==> config.mk <==
export PLATFORM = sky130hd
export DESIGN_NAME = sorted_set_toggle
export DESIGN_NICKNAME = d
export VERILOG_FILES = /design/src/design/sst_pkg.sv /design/src/design/sst_cell.sv /design/src/design/sorted_set_toggle.sv
export SDC_FILE = /design/constraint.sdc
export NUM_CORES = 2
export LEC_CHECK = 0
export BUFFER_PORTS_ARGS = -buffer_cell sky130_fd_sc_hd__buf_2
export CORE_MARGIN = 4
export CORE_UTILIZATION = 25
export DETAILED_ROUTE_END_ITERATION = 6
export GPL_TIMING_DRIVEN = 0
export HOLD_SLACK_MARGIN = 0.05
export PLACE_DENSITY = 0.5
export SLEW_MARGIN = 20
export SYNTH_ARGS = -nofsm -noshare
export SYNTH_HDL_FRONTEND = slang
export SYNTH_SLANG_ARGS = --single-unit
export TNS_END_PERCENT = 100
==> constraint.sdc <==
create_clock -name clk -period 9.5 [get_ports clk]
set_clock_uncertainty 0.2 [all_clocks]
set_input_delay 1.425 -clock clk [delete_from_list [all_inputs] [get_ports clk]]
set_output_delay 1.425 -clock clk [all_outputs]
set_load 0.005 [all_outputs]
==> src/design/sst_pkg.sv <==
`timescale 1ns / 1ps
package sst_pkg;

  localparam int CAPACITY  = 16;
  localparam int KEY_WIDTH = 32;
  localparam int KEY_W     = (KEY_WIDTH < 32) ? KEY_WIDTH : 32;
  localparam int CNT_W     = $clog2(CAPACITY + 1);

  localparam logic KIND_TOGGLE = 1'b0;
  localparam logic KIND_LOOKUP = 1'b1;

  localparam logic [1:0] OP_HOLD   = 2'd0;
  localparam logic [1:0] OP_INSERT = 2'd1;
  localparam logic [1:0] OP_REMOVE = 2'd2;

  typedef logic signed [KEY_W-1:0] key_t;

  typedef struct packed {
    logic              kind;
    logic signed [31:0] key;
  } in_t;

  typedef struct packed {
    logic       was_present;
    logic [4:0] entry_count;
    logic       dropped;
  } out_t;

  // Broadcast to every cell of the row.
  typedef struct packed {
    logic [1:0] op;
    key_t       key;
  } cell_cmd_t;

  // Compare results a cell reports.
  typedef struct packed {
    logic lt;
    logic eq;
  } cell_stat_t;

endpackage

==> src/design/sst_cell.sv <==
`timescale 1ns / 1ps
module sst_cell
  import sst_pkg::*;
(
  input  logic       clk,
  input  cell_cmd_t  cmd,
  input  logic       valid,
  input  logic       left_below,
  input  key_t       left_key,
  input  key_t       right_key,
  output cell_stat_t stat,
  output key_t       key_o
);

  key_t key_r;
  key_t key_nxt;

  assign stat.lt = valid && (key_r < cmd.key);
  assign stat.eq = valid && (key_r == cmd.key);
  assign key_o   = key_r;

  always_comb begin
    key_nxt = key_r;
    unique case (cmd.op)
      OP_INSERT: begin
        // cells below the key stay; the first one above takes it, the rest shift up
        if (!stat.lt) begin
          key_nxt = left_below ? cmd.key : left_key;
        end
      end
      OP_REMOVE: begin
        if (!stat.lt) begin
          key_nxt = right_key;
        end
      end
      default: key_nxt = key_r;
    endcase
  end

  always_ff @(posedge clk) begin
    key_r <= key_nxt;
  end

endmodule

==> src/design/sorted_set_toggle.sv <==
`timescale 1ns / 1ps
// channel  | ports                        | beat
// ---------+------------------------------+----------------------------------
// input    | in_valid, in_stall, in_data  | kind, key
// output   | out_valid, out_stall, out_data | was_present, entry_count, dropped
//
// One beat per cycle while in_stall is low: cells compare the key at once and
// shift one place in the same cycle; a beat's result is registered on accept.
// The next beat sees the updated row, so back-to-back beats need no wait.
// Synchronous active-low reset empties the set (count goes to zero).
// in_stall is high during reset, and while a result sits in the output
// register and out_stall holds it there.
module sorted_set_toggle
  import sst_pkg::*;
(
  input  logic clk,
  input  logic rst_n,
  input  logic in_valid,
  output logic in_stall,
  input  in_t  in_data,
  output logic out_valid,
  input  logic out_stall,
  output out_t out_data
);

  logic [CNT_W-1:0] count_r;
  logic [CNT_W-1:0] count_nxt;
  logic             out_valid_r;
  out_t             out_data_r;

  cell_cmd_t  cmd;
  logic [1:0] cell_op;
  cell_stat_t stat  [CAPACITY];
  key_t       keys  [CAPACITY];
  logic       eq_vec [CAPACITY];
  logic [CAPACITY-1:0] eq_bits;

  logic accept;
  logic found;
  logic full;

  assign in_stall = !rst_n || (out_valid_r && out_stall);
  assign accept   = in_valid && !in_stall;
  assign full     = (count_r == CNT_W'(CAPACITY));

  assign cmd = '{op: cell_op, key: KEY_W'(in_data.key)};

  for (genvar i = 0; i < CAPACITY; i++) begin : g_row
    logic valid_c;
    logic below_c;
    key_t left_c;
    key_t right_c;

    assign valid_c = (count_r > CNT_W'(i));

    if (i == 0) begin : g_first
      assign below_c = 1'b1;
      assign left_c  = keys[i];
    end else begin : g_mid
      assign below_c = stat[i-1].lt;
      assign left_c  = keys[i-1];
    end

    if (i == CAPACITY - 1) begin : g_last
      assign right_c = keys[i];
    end else begin : g_inner
      assign right_c = keys[i+1];
    end

    sst_cell u_cell (
      .clk        (clk),
      .cmd        (cmd),
      .valid      (valid_c),
      .left_below (below_c),
      .left_key   (left_c),
      .right_key  (right_c),
      .stat       (stat[i]),
      .key_o      (keys[i])
    );

    assign eq_vec[i]  = stat[i].eq;
    assign eq_bits[i] = eq_vec[i];
  end

  assign found = |eq_bits;

  always_comb begin
    cell_op   = OP_HOLD;
    count_nxt = count_r;
    if (accept && in_data.kind == KIND_TOGGLE) begin
      if (found) begin
        cell_op   = OP_REMOVE;
        count_nxt = count_r - CNT_W'(1);
      end else if (!full) begin
        cell_op   = OP_INSERT;
        count_nxt = count_r + CNT_W'(1);
      end
    end
  end

  always_ff @(posedge clk) begin
    if (!rst_n) begin
      count_r     <= '0;
      out_valid_r <= 1'b0;
    end else begin
      count_r <= count_nxt;
      if (accept) begin
        out_valid_r <= 1'b1;
      end else if (!out_stall) begin
        out_valid_r <= 1'b0;
      end
    end
  end

  always_ff @(posedge clk) begin
    if (accept) begin
      out_data_r.was_present <= found;
      out_data_r.entry_count <= 5'(count_nxt);
      out_data_r.dropped     <= (in_data.kind == KIND_TOGGLE) && !found && full;
    end
  end

  assign out_valid = out_valid_r;
  assign out_data  = out_data_r;

endmodule

Word-level counts from Yosys, hierarchy flattened
Index checks and enable logic that the tools add are counted.
{"block": "classes", "n_addsub": 2, "mul": 0, "div": 0, "magnitude_cmp": 32, "eq_ne": 50, "shift": 0, "n_mux": 68, "bitwise": 2, "reduce_logical": 59}
{"op": "$mux W32", "count": 45}
{"op": "$pmux W32 S2", "count": 15}
{"op": "$eq A32 B32 Y1", "count": 16}
{"op": "$lt A32 B32 Y1", "count": 16}
{"op": "$ne A2 B2 Y1 const B", "count": 30}
{"op": "$reduce_and A3 Y1", "count": 15}
{"op": "$gt A5 B4 Y1 const B", "count": 8}
{"op": "$logic_and A1 B1 Y1", "count": 37}
{"op": "$gt A5 B3 Y1 const B", "count": 4}
{"op": "$reduce_or A16 Y1", "count": 1}
{"op": "$mux W5", "count": 3}
{"op": "$gt A5 B1 Y1 const B", "count": 2}
{"op": "$gt A5 B2 Y1 const B", "count": 2}
{"op": "$add A5 B1 Y5 const B", "count": 1}
{"op": "$eq A5 B5 Y1 const B", "count": 1}
{"op": "$sub A5 B1 Y5 const B", "count": 1}
{"op": "$mux W2", "count": 2}
{"op": "$logic_not A1 Y1", "count": 3}
{"op": "$mux W1", "count": 3}
{"op": "$eq A2 B1 Y1 const B", "count": 1}
{"op": "$eq A2 B2 Y1 const B", "count": 1}
{"op": "$ne A2 B1 Y1 const B", "count": 1}
{"op": "$not A1 Y1", "count": 2}
{"op": "$reduce_and A2 Y1", "count": 1}
{"op": "2 further kinds", "count": 2}
{"block": "totals", "reg_bits": 525, "latchBits": 0, "ramBits": 0, "romBits": 0, "input_bits": 37, "out_inout_bits": 9, "word_cells": 234, "n_memories": 0}

Logic depth before layout (Yosys ltp)
{"block": "logic_depth", "ltp_word": 9, "mapped_depth": 19}

By module
Synthesis repeated with hierarchy kept, for this count alone.
{"block": "hier_totals", "hier_cells": 4310, "area_unflattened_um2": 40721.6}
{"module": "sst_cell", "n_inst": 16, "cells_each": 262, "area_each_um2": 2484.9}
{"module": "sorted_set_toggle", "n_inst": 1, "cells_each": 118, "area_each_um2": 963.4}

Worst setup path after synthesis
No wires, ideal clock.
{"block": "synth_path", "kind": "input-to-reg", "start": "input in_data[23] (netlist name)", "end": "register g_row[0].u_cell.key_r[0] (enable)", "arrival_ns": 6.217, "required_ns": 8.868, "setup_slack_ns": 2.651, "path_stages": 17, "path_buffers": 5, "cell_sequence": "clkbuf_1 > inv_1 > ha_1 > and4_1 > nor4bb_1 > nand4_1 > o2111ai_1 > nor4_2 > buf_2 > and3_1 > inv_1 > ha_1 > clkbuf_1 > clkbuf_1 > or2_2 > clkbuf_1 > a21oi_1"}
{"block": "synth_between", "elab_chain_cells": 8, "word_cells_on_any_way": 43, "cone_classes": "order compare (1); eq/ne (20); mux (2); reduce/logical (20)"}
{"element": "start, declared", "line": "sorted_set_toggle.sv:20", "source": "input in_t in_data,"}
{"element": "$eq A32 B32 Y1", "line": "sst_cell.sv:19", "source": "assign stat.eq = valid && (key_r == cmd.key);"}
{"element": "$logic_and A1 B1 Y1", "line": "sst_cell.sv:19"}
{"element": "$reduce_or A16 Y1", "line": "sorted_set_toggle.sv:85", "source": "assign found = |eq_bits;"}
{"element": "$mux W2", "line": "sorted_set_toggle.sv:91", "source": "if (found) begin"}
{"element": "$mux W2", "line": "sorted_set_toggle.sv:90", "source": "if (accept && in_data.kind == KIND_TOGGLE) begin"}
{"element": "$eq A2 B2 Y1 / $eq A2 B1 Y1 (equally long branches)", "line": "sst_cell.sv:24", "source": "unique case (cmd.op)"}
{"element": "$ne A2 B2 Y1 (no line) / $reduce_bool A2 Y1 (equally long branches)"}
{"element": "$reduce_and A3 Y1 (no line) (*)"}
{"element": "end signal, assigned", "line": "sst_cell.sv:41", "source": "key_r <= key_nxt;"}
{"element": "end, declared", "line": "sst_cell.sv:15", "source": "key_t key_r;"}
Every way passes the cells marked *; elsewhere a longest branch is shown, timed or not.
A chain may end at the register's enable or synchronous reset.

Final worst setup path
{"block": "layout_path", "start": "input in_data[18] (netlist name)", "end": "register g_row[0].u_cell.key_r[9] (data pin)"}
{"block": "layout_between", "elab_chain_cells": 7, "word_cells_on_any_way": 38, "cone_classes": "eq/ne (18); mux (3); reduce/logical (17)"}
{"element": "$eq A32 B32 Y1", "line": "sst_cell.sv:19"}
{"element": "$logic_and A1 B1 Y1", "line": "sst_cell.sv:19"}
{"element": "$reduce_or A16 Y1 (*)", "line": "sorted_set_toggle.sv:85"}
{"element": "$mux W2 (*)", "line": "sorted_set_toggle.sv:91"}
{"element": "$mux W2 (*)", "line": "sorted_set_toggle.sv:90"}
{"element": "$eq A2 B2 Y1 / $eq A2 B1 Y1 (equally long branches)", "line": "sst_cell.sv:24"}
{"element": "$pmux W32 S2 (*)", "line": "sst_cell.sv:24"}
{"element": "via g_row[0].u_cell.key_nxt[9]", "line": "sst_cell.sv:16", "source": "key_t key_nxt;"}
The timed path passes the listed nets; every way through them passes the cells marked *.

==> results.txt <==
- Synthesized Nets: 3,956
- FMAX: 107 MHz
- Summing all flip-flop and latch instances after layout gives 0.0157 sq mm.
- HPWL after detailed placement: 115,000 um
- After detailed routing, the total wire length is 144,000 um.
* Total of fill cells in the finished design: 15,600
- Buffer cell driving the clock tree root: sky130_fd_sc_hd__clkbuf_16
- In the final design database the tool counted 4,055 nets.
* # hold bufs at CTS: 0
- Arrival time worst endpoint: 9.68 ns
- For this design the ratio of total power to cell area is 135 mW/mm^2.
- Number of setup buffers added after CTS: 0
- The count of endpoints failing hold in the final timing report is 0.
- Chip Width: 400 um
- The initial utilization of the core area, before any placement, comes to 25.2%.
- Row generation in the floorplan step produced 143 rows.
- The multi-input combinational cells in the finished layout cover a total of 0.0218 sq mm.
* IO Port Bufs: 14
- Number of remaining DRC errors: 0
* Pwr Total: 5.87 mW
- Setup slack on the worst reg-to-reg path comes out at 1.83 ns.
* Type of the most critical hold path: reg -> reg
- Top FF cell, synth: sky130_fd_sc_hd__edfxtp_1
* Pins Over Slew Limit: 0
* Core box area: 0.152 sq mm
- Number of iterations in the first detailed-routing pass: 6
- During I/O placement, the number of pins put on the boundary was 46.
- For this run the aggregate overflow at the end of global routing stands at 0.
* Detailed router's first-iteration violation count: 3,112
* Leakage power: 16.2 nW
* Status: finished clean
* Number of storage elements in the synthesis netlist: 525
* Final total negative setup slack: 0 ns
* Slew @ Worst Pin: 1.25 ns
* Routed vias: 29,800
* Number of antenna violations at the first check in global routing: 6
* CTS Sinks: 525
* Cts bufs inserted: 66
- Entering global routing, the biggest net connects 33 pins.
- Crit start category: primary input
- Via count normalized by instance count: 5.36
* Largest fanout on the critical path: 17
- Routability-driven placement finished with a final weighted congestion of 0.963.
- Largest vdd supply drop: 0.100 mV
- Layout overhead on the synthesized area: 13.4%
- Setup repair after global routing missed its margin: no
* CTS tree: done
* WL/cell: 25.8 um
- Height of the die: 400 um
- First-pass GRT wire length: 207,000 um
- No sink is reached through more buffers than the 3 on the longest clock path.
- Warning count from the yosys run: 0
* Vias in the first global route: 29,200
* Startpoint-to-endpoint class of the critical path: in -> reg
- After clock tree synthesis, the clock-pin slew on the worst setup and hold paths is 0.06 ns.
* Average size of a mapped cell: 11.3 sq um
- Area enclosed by the die boundary: 0.160 sq mm
- Synthesis produced a netlist whose cell count is 3,399.
- Number of synthesized flops with an enable pin: 519
- Max-cap violations in this run came to 0.
* Count of cells resized by post-cts repair: 2
- Total routing resource utilization after global routing: 17.5%
* Minimum period implied by the final worst setup slack: 9.38 ns
* Share of cells above drive strength 1: 11.2%
* Post-route antenna net violation count: 0
* Normalized max-slew margin: 15.9%
* Number of H-tree levels: 3
- The final critical path takes up 98.8% of the cycle.
- Data required time at the worst endpoint: 9.79 ns
* Type of element capturing the critical path: flop
* Cell area after synthesis: 0.0384 sq mm
- Number of distinct library cells after synthesis: 72
- Setup violations remaining at the end of the flow were counted as 0.
* Share of flip-flops with an asynchronous set or reset: 0%
- Sequential share of the synthesized area: 40.9%
- For the worst-skew pair, the clock arrives at the later sink with an insertion delay of 0.64 ns.
==> cell usage after synthesis (64+ instances only) <==
cell type                  instances  area, sq um
sky130_fd_sc_hd__nor2_1           86          323
sky130_fd_sc_hd__mux2i_1          79          791
sky130_fd_sc_hd__o21ai_1          68          340
sky130_fd_sc_hd__a21o_1           64          480
sky130_fd_sc_hd__edfxtp_1        519        15600
sky130_fd_sc_hd__a221o_1         189         1890
sky130_fd_sc_hd__a21oi_1         209         1050
sky130_fd_sc_hd__mux2_1          145         1630
sky130_fd_sc_hd__nor3b_1         156         1170
sky130_fd_sc_hd__ha_1            520         6510
sky130_fd_sc_hd__clkbuf_1        153          574
sky130_fd_sc_hd__nand2_1         265          995
sky130_fd_sc_hd__nand4_1         122          763
sky130_fd_sc_hd__mux2_2          200         2250
==> stage by stage <==
step	instance area (sq um)	worst slack (ns)	instances	utilization [%]	hold slack [ns]
2_1_floorplan	38400	2.65	3399	-	0.318
3_3_place_gp	41000	-2.12	5443	26.9	0.309
3_5_place_dp	41600	-1.06	5460	27.3	0.329
4_1_cts	43500	0.254	5569	28.6	0.342
5_1_grt	43500	0.0782	5569	28.6	0.379
6_report	43500	0.115	5570	28.6	0.331
==> worst max-delay path, stage by stage <==
cell and delay, ns:
sky130_fd_sc_hd__clkbuf_1 0.57, sky130_fd_sc_hd__inv_1 0.64, sky130_fd_sc_hd__ha_1 0.52, sky130_fd_sc_hd__nand4_1 0.21, sky130_fd_sc_hd__nor4_2 0.76, sky130_fd_sc_hd__nand4_1 0.63
sky130_fd_sc_hd__o2111ai_1 0.49, sky130_fd_sc_hd__nor4_2 0.19, sky130_fd_sc_hd__buf_2 0.23, sky130_fd_sc_hd__and3_1 0.26, sky130_fd_sc_hd__inv_1 0.08, sky130_fd_sc_hd__ha_1 0.13
sky130_fd_sc_hd__clkbuf_1 0.69, sky130_fd_sc_hd__clkbuf_2 0.52, sky130_fd_sc_hd__clkbuf_1 0.65, sky130_fd_sc_hd__clkbuf_1 0.59, sky130_fd_sc_hd__clkbuf_1 0.78, sky130_fd_sc_hd__nand2_1 0.12
sky130_fd_sc_hd__nand2_1 0.10
==> cell usage in the layout, fill, tap and decap left out, drive strengths merged, types with 9 or more instances in the layout <==
cell	netlist	routed
o211ai	57	57
clkbuf	153	230
a211oi	18	18
mux2	345	345
a21oi	210	210
nand2b	40	40
buf	48	79
edfxtp	519	519
inv	64	66
and4	10	10
mux2i	80	80
nand3	46	46
and2	40	40
nor2	86	86
a21o	64	64
a221o	189	189
nor3	21	21
nand4	122	122
clkinv	1	28
nor2b	29	29
o2111ai	9	9
o21a	11	11
nand2	265	265
ha	520	520
nor3b	156	156
nand3b	34	34
o21ai	131	131
nor4	17	17
==> path summary, 6_finish.rpt <==
path,start,to,cells after the start
setup / recovery,in_data[18],g_row[0].u_cell.key_o[9],19
hold / removal,out_valid,out_valid,2
setup reg to reg,g_row[7].u_cell.key_o[31],g_row[0].u_cell.key_o[9],17
hold reg to reg,out_valid,out_valid,2
==> layout make-up <==
class / instances / area share, %
multi-input combinational: 2608 / 50.2
sequential: 525 / 36.1
tap: 2030 / 5.84
clock buffer: 77 / 3.89
buffer: 201 / 1.87
timing repair buffer: 31 / 1.22
inverter: 65 / 0.561
clock inverter: 32 / 0.385
antenna: 1 / 0.00575
==> logic make-up after synthesis <==
logic type | after synthesis | synth area share, %
AOI/OAI and AO/OA | 764 | 14.2
xor gates and xnor gates | 3 | 0.0685
muxes | 425 | 12.2
and+or+nand+nor | 896 | 12.9
buffers and inverters | 266 | 2.74
adders and majority gates | 520 | 17.0
DFF | 525 | 40.9
==> registers in the layout, summed over array words and instances, names as in the netlist <==
name / flops
g_row.u_cell.key_o: 512
out_data: 7
count_r: 5
out_valid: 1
==> layer usage <==
metal	part of all wire [%]	vias to the layer above	track usage, %
li1	-	13700	-
met1	47	14900	25.5
met2	43	1058	26.2
met3	7.1	183	2.81
met4	3.3	2	5.49
met5	0.0097	-	0
==> report_power, final <==
group	switching (mW)	internal [mW]	leakage [nW]
registers	0.0586	2.63	4.79
logic	0.513	0.313	10.5
clock network	1.09	1.27	0.909
total	1.66	4.21	16.2
No activity file was read; power rests on OpenSTA's default activity.
